## src/sv/spq_pkg.sv

```systemverilog
// Package for the sorted priority queue: transaction structs, the entry record,
// the cell control struct and the status codes.
// Depends on nothing; used by spq_cell and sorted_priority_queue_top.
package spq_pkg;

	// Status codes reported with every result.
	localparam logic [1:0] ST_OK        = 2'd0;
	localparam logic [1:0] ST_UNDERFLOW = 2'd1;
	localparam logic [1:0] ST_FULL      = 2'd2;

	// Operation codes carried in the kind field.
	localparam logic KIND_INSERT = 1'b0;
	localparam logic KIND_REMOVE = 1'b1;

	// One command transaction.
	typedef struct packed {
		logic               kind;
		logic signed [31:0] value;
		logic        [7:0]  prio;
	} in_item_t;

	// One result transaction.
	typedef struct packed {
		logic signed [31:0] removed_value;
		logic        [1:0]  status;
		logic signed [31:0] head_value;
		logic               is_empty;
		logic        [4:0]  fill;
	} out_item_t;

	// Contents of one queue slot.
	typedef struct packed {
		logic signed [31:0] value;
		logic        [7:0]  prio;
	} entry_t;

	// Operation broadcast to every cell; at most one is set.
	typedef struct packed {
		logic ins;
		logic rem;
	} cell_ctl_t;

endpackage

```

## src/sv/spq_cell.sv

```systemverilog
// One slot of the sorted cell chain: holds an entry and decides each cycle
// whether to keep it, take the new entry, or take a neighbour's entry.
// Depends on spq_pkg.
module spq_cell (
	input  logic               clk,
	input  spq_pkg::cell_ctl_t ctl,
	input  spq_pkg::entry_t    new_entry,
	input  logic               occupied,
	input  logic               prev_new_ahead,
	input  spq_pkg::entry_t    prev_entry,
	input  spq_pkg::entry_t    next_entry,
	output logic               new_ahead,
	output spq_pkg::entry_t    entry
);

	spq_pkg::entry_t entry_q;
	spq_pkg::entry_t entry_d;

	// The new entry belongs in front of this slot when the slot is empty or holds
	// a strictly larger priority; equal priorities stay ahead of the newcomer.
	assign new_ahead = !occupied || (entry_q.prio > new_entry.prio);

	// Slot update: on insert take the new entry at the insertion point and shift down below it; shift up on remove.
	always_comb begin
		entry_d = entry_q;
		if (ctl.ins) begin
			if (prev_new_ahead) begin
				entry_d = prev_entry;
			end else if (new_ahead) begin
				entry_d = new_entry;
			end
		end else if (ctl.rem) begin
			entry_d = next_entry;
		end
	end

	// Payload register; no reset as contents are only read below the fill count.
	always_ff @(posedge clk) begin
		entry_q <= entry_d;
	end

	assign entry = entry_q;

endmodule

```

## src/sv/sorted_priority_queue_top.sv

```systemverilog
// Top level of the sorted priority queue: a chain of spq_cell slots, the fill
// count and the result register.
// Depends on spq_pkg and spq_cell.
//
//  channel   handshake          payload                 direction
//  command   start / busy       item   (in_item_t)      in
//  result    done strobe        result (out_item_t)     out
//
// A command is taken on any edge where start is high; busy is always low, so a
// command may follow in every cycle. All slots compare against the new priority
// at once and shift in the same cycle, and the result of each command appears
// on the following cycle for one cycle.
// Reset clears the fill count, the status and the result strobe; slot contents need none.
// The receiver cannot stall, so results are never held back.
module sorted_priority_queue_top #(
	parameter int DEPTH = 16
) (
	input  logic               clk,
	input  logic               arst_n,
	input  logic               start,
	output logic               busy,
	input  spq_pkg::in_item_t  item,
	output logic               done,
	output spq_pkg::out_item_t result
);

	localparam int FW = $clog2(DEPTH + 1);

	logic [FW-1:0]       fill_q;
	logic                accept;
	logic                is_full;
	logic                is_empty_now;
	logic                ins_ok;
	logic                rem_ok;
	spq_pkg::cell_ctl_t  ctl;
	spq_pkg::entry_t     new_entry;
	spq_pkg::entry_t     entries [DEPTH];
	logic [DEPTH-1:0]    new_ahead;

	logic                done_q;
	logic [1:0]          status_q;
	logic signed [31:0]  removed_q;

	assign busy   = 1'b0;
	assign accept = start && !busy;

	// Operation decode with the full and empty guards.
	assign is_full      = (fill_q == FW'(DEPTH));
	assign is_empty_now = (fill_q == '0);
	assign ins_ok       = accept && (item.kind == spq_pkg::KIND_INSERT) && !is_full;
	assign rem_ok       = accept && (item.kind == spq_pkg::KIND_REMOVE) && !is_empty_now;
	assign ctl.ins      = ins_ok;
	assign ctl.rem      = rem_ok;

	assign new_entry.value = item.value;
	assign new_entry.prio  = item.prio;

	// The cell chain, head at index zero.
	for (genvar i = 0; i < DEPTH; i++) begin : g_cell
		logic            occ;
		logic            prev_b;
		spq_pkg::entry_t prev_e;
		spq_pkg::entry_t next_e;

		assign occ = (FW'(i) < fill_q);

		if (i == 0) begin : g_first
			assign prev_b = 1'b0;
			assign prev_e = new_entry;
		end else begin : g_mid
			assign prev_b = new_ahead[i-1];
			assign prev_e = entries[i-1];
		end

		if (i == DEPTH - 1) begin : g_last
			assign next_e = '0;
		end else begin : g_inner
			assign next_e = entries[i+1];
		end

		spq_cell u_cell (
			.clk            (clk),
			.ctl            (ctl),
			.new_entry      (new_entry),
			.occupied       (occ),
			.prev_new_ahead (prev_b),
			.prev_entry     (prev_e),
			.next_entry     (next_e),
			.new_ahead      (new_ahead[i]),
			.entry          (entries[i])
		);
	end

	// Fill count and the registered part of the result.
	always_ff @(posedge clk or negedge arst_n) begin
		if (!arst_n) begin
			fill_q   <= '0;
			done_q   <= 1'b0;
			status_q <= spq_pkg::ST_OK;
		end else begin
			done_q <= accept;
			if (ins_ok) begin
				fill_q <= fill_q + 1'b1;
			end else if (rem_ok) begin
				fill_q <= fill_q - 1'b1;
			end
			if (accept) begin
				if (item.kind == spq_pkg::KIND_INSERT) begin
					status_q <= is_full ? spq_pkg::ST_FULL : spq_pkg::ST_OK;
				end else begin
					status_q <= is_empty_now ? spq_pkg::ST_UNDERFLOW : spq_pkg::ST_OK;
				end
			end
		end
	end

	// The removed word is the head before the shift.
	always_ff @(posedge clk) begin
		if (accept) begin
			removed_q <= rem_ok ? entries[0].value : 32'sd0;
		end
	end

	// Head, empty flag and count come from the state after the transaction.
	assign done                 = done_q;
	assign result.removed_value = removed_q;
	assign result.status        = status_q;
	assign result.head_value    = (fill_q == '0) ? 32'sd0 : entries[0].value;
	assign result.is_empty      = (fill_q == '0);
	assign result.fill          = 5'(fill_q);

endmodule
```

## config.mk

```make
export PLATFORM = sky130hd
export DESIGN_NAME = sorted_priority_queue_top
export DESIGN_NICKNAME = d
export VERILOG_FILES = /design/src/sv/spq_pkg.sv /design/src/sv/spq_cell.sv /design/src/sv/sorted_priority_queue_top.sv
export SDC_FILE = /design/constraint.sdc
export NUM_CORES = 2
export LEC_CHECK = 0
export BUFFER_PORTS_ARGS = -buffer_cell sky130_fd_sc_hd__buf_2
export CAP_MARGIN = 20
export CORE_ASPECT_RATIO = 1.1
export CORE_MARGIN = 4
export CORE_UTILIZATION = 35
export CTS_BUF_LIST = sky130_fd_sc_hd__clkbuf_8
export CTS_CLUSTER_DIAMETER = 30
export DETAILED_ROUTE_END_ITERATION = 8
export SETUP_SLACK_MARGIN = 0.4
export SKIP_LAST_GASP = 1
export SLEW_MARGIN = 25
export SYNTH_ARGS = -nofsm -noshare
export SYNTH_HDL_FRONTEND = slang
export SYNTH_SLANG_ARGS = --single-unit
```

## constraint.sdc

```tcl
create_clock -name clk -period 8 [get_ports clk]
set_input_delay 0.8 -clock clk [delete_from_list [all_inputs] [get_ports clk]]
set_output_delay 0.8 -clock clk [all_outputs]
set_load 0.03 [all_outputs]
```

==> flow_summary.json <==
{
  "gr-total-overflow": 0,
  "grt_pass1_wl_mm": 160,
  "grt_max_degree": 236,
  "reg2reg_depth": 9,
  "hp-class": "input port to async pin",
  "place_area_mm2": 0.0388,
  "synth_edf_count": 672,
  "numPortBuffers": 116,
  "cts-root-buf": "clkbuf_8",
  "area_growth_pct": 14.2,
  "p_per_area_mw_per_mm2": 361,
  "die_y_um": 349,
  "grt_pass1_vias": 26500,
  "worst_ep_arrival_time_ns": 4.93,
  "h-tree-depth": 4,
  "place_ws_ns": 2.76,
  "antenna_found_initial": 3,
  "yosys-top-cells-count": "edfxtp_1, mux2i_1, a21oi_1",
  "fp.dieW_um": 318,
  "initial_core_util_pct": 35.5,
  "fin_crit_sh_pct": 56.2,
  "hpwl_mm": 63.6,
  "yosysSeqAreaShare_pct": 55.0,
  "path_max_fanout": 35,
  "synth.distinct_cells": 56,
  "max_slew_margin_pct": 30.7,
  "async_flop_share_pct": 1.18,
  "rsz0062_at_grt": "false",
  "ff2ff_setup_slack_ns": 3.51,
  "min_period_ns": 4.49,
  "cts_tree": "yes",
  "synth_flop_cell": "edfxtp_1",
  "cts_resized": 0,
  "synthTopCellsByArea": "edfxtp_1, mux2i_1, a21oi_1, ha_1, nor2_1",
  "netlist_instances": 3390,
  "r2r-start": "fill_q[4]$_DFFE_PN0P_",
  "slew_violations": 0,
  "worst_ir_drop_vdd_v": 0.000243,
  "fin_ws_ns": 3.51,
  "drt_pass1_iterations": 5,
  "cp-start-kind": "flop",
  "crit_type": "flop to flop",
  "fin_area_mm2": 0.0423,
  "yosysMostFrequentCell": "edfxtp_1",
  "syn_area_mm2": 0.0370,
  "status": "complete, no violations",
  "clock_latency_ns": 0.82,
  "globalplace.congestion": 0.818,
  "dieArea_mm2": 0.111,
  "io_pins": 118,
  "drt_iter0_drc": 2379,
  "cts_buffer_depth": 3,
  "cts_made_buffers": 160,
  "finClkSkew_ns": 0.0291,
  "routed_via_density": 5.29,
  "drive_above_1_share_pct": 12.7,
  "leakage_nw": 16.5,
  "endpoint_kind": "flop",
  "tns_ns": 0,
  "drtAntennaViolNets": 0,
  "fillerInstances": 10000,
  "worstMarginPinSlew_ns": 1.04,
  "fmax_mhz": 223,
  "setup_viol": 0,
  "clk_pin_slew_ns": 0.05,
  "rows": 124,
  "synth_top_area_share_pct": 54.5,
  "syn-num-nets": 3566,
  "fin_nets": 3631,
  "fp.coreArea_mm2": 0.104,
  "avgSynthCellArea_um2": 10.9,
  "ys_ff_latch": 680,
  "clkSinkCount": 680,
  "drcViolationCount": 0,
  "synth_area_leader_cell": "edfxtp_1",
  "timing.rr.end": "g_cell[13].u_cell.entry[18]$_DFFE_PP_",
  "drv_cap": 0,
  "track_usage_pct": 18.3,
  "vias": 26300,
  "yosys_warnings": 0,
  "wirelength_mm": 104,
  "worstPathRequired_ns": 8.44,
  "finalHoldViolations": 0,
  "wl_per_cell_um": 20.8
}
-- report_power, final --
part,leakage [nW],total (mW),switching [mW],internal (mW)
registers,6.57,5.66,0.558,5.10
logic,8.11,5.29,3.31,1.98
clock network,1.81,4.32,1.77,2.55
-- what timing repair did --
item	4_1_cts	5_1_grt
hold endpoints to repair	8	0
hold buffers	1	0
buffers inserted	0	0
-- worst max-delay path by stage --
stage / start / to / slack, ns / depth (start not counted)
4_1_cts: fill_q[4]$_DFFE_PN0P_ / g_cell[13].u_cell.entry[8]$_DFFE_PP_ / 3.03 / 9
3_3_place_gp: item[1] / g_cell[3].u_cell.entry[5]$_DFFE_PP_ / 2.88 / 11
5_1_grt: fill_q[4]$_DFFE_PN0P_ / g_cell[13].u_cell.entry[8]$_DFFE_PP_ / 3.12 / 9
2_1_floorplan: item[7] / g_cell[0].u_cell.entry[0]$_DFFE_PP_ / 2.41 / 9
6_report: fill_q[4]$_DFFE_PN0P_ / g_cell[13].u_cell.entry[18]$_DFFE_PP_ / 3.51 / 9
3_5_place_dp: item[1] / g_cell[3].u_cell.entry[5]$_DFFE_PP_ / 2.76 / 11
-- flip-flops by register name, summed over array words and instances (netlist names) --
| register | cells |
|---|---|
| done | 1 |
| g_cell.u_cell.entry | 640 |
| status_q | 2 |
| removed_q | 32 |
| fill_q | 5 |
-- per-stage QoR --
step / util [%] / power [mW] / hold slack, ns / instances
6_report: 40.5 / 15.3 / 0.372 / 4975
5_1_grt: 40.5 / 16.1 / 0.355 / 4974
4_1_cts: 40.4 / 15.4 / 0.300 / 4970
3_5_place_dp: 37.1 / 11.0 / 0.515 / 4675
3_3_place_gp: 37.1 / 10.9 / 0.507 / 4675
2_1_floorplan: - / 9.45 / 0.496 / 3390
-- per-layer routing --
metal | track usage [%] | vias up | routed length (um)
met5 | 0 | - | 0
met4 | 6.50 | 0 | 2800
met3 | 3.21 | 168 | 5810
met2 | 29.2 | 758 | 47500
met1 | 25.0 | 12900 | 47400
li1 | - | 12500 | -
-- kinds of logic (layout without fill, tap and decap cells) --
family                   after synthesis  in the layout  synth area share (%)
AND/OR/NAND/NOR                      983            983                  11.5
adder cells (fa/ha/maj)              132            132                  4.46
other                                  1              3                0.0101
AO/OA/AOI/OAI                        771            771                  11.0
flip-flops                           680            680                  55.0
multiplexers                         520            520                  14.1
XOR/XNOR                               4              4                0.0946
buffers and inverters                299            496                  3.86
-- worst max-delay path, stage by stage (launching register included) --
cell     delay [ns]
dfrtp_1        0.89
nor3_2         0.19
nand2_4        0.47
inv_1          0.17
nor2_4         0.13
buf_4          0.45
nor2_4         0.15
buf_4          0.28
a31oi_4        0.81
buf_4          0.53
-- cell type report --
cell class | instances | area [um2] | share of cell area [%]
sequential | 680 | 20400 | 48.2
multi-input combinational | 2411 | 15600 | 36.8
clock buffer | 161 | 2220 | 5.24
tap | 1386 | 1730 | 4.10
clock inverter | 133 | 1200 | 2.84
timing repair buffer | 170 | 1090 | 2.57
inverter | 32 | 120 | 0.284
antenna | 2 | 5.00 | 0.0118
-- cell usage in the layout, fill, tap and decap left out, types with 56 or more instances in the layout --
cell type  Yosys  final
nand2_1      354    352
clkbuf_8       0    161
o21ai_0      140    138
o21ai_1       96     95
inv_1         32     56
a21oi_1      468    467
mux2i_1      520    520
ha_1         132    132
nor2_1       422    417
and2_1        76     76
edfxtp_1     672    672
buf_2         64    116
Note: power is estimated with default switching activity, not from simulation.
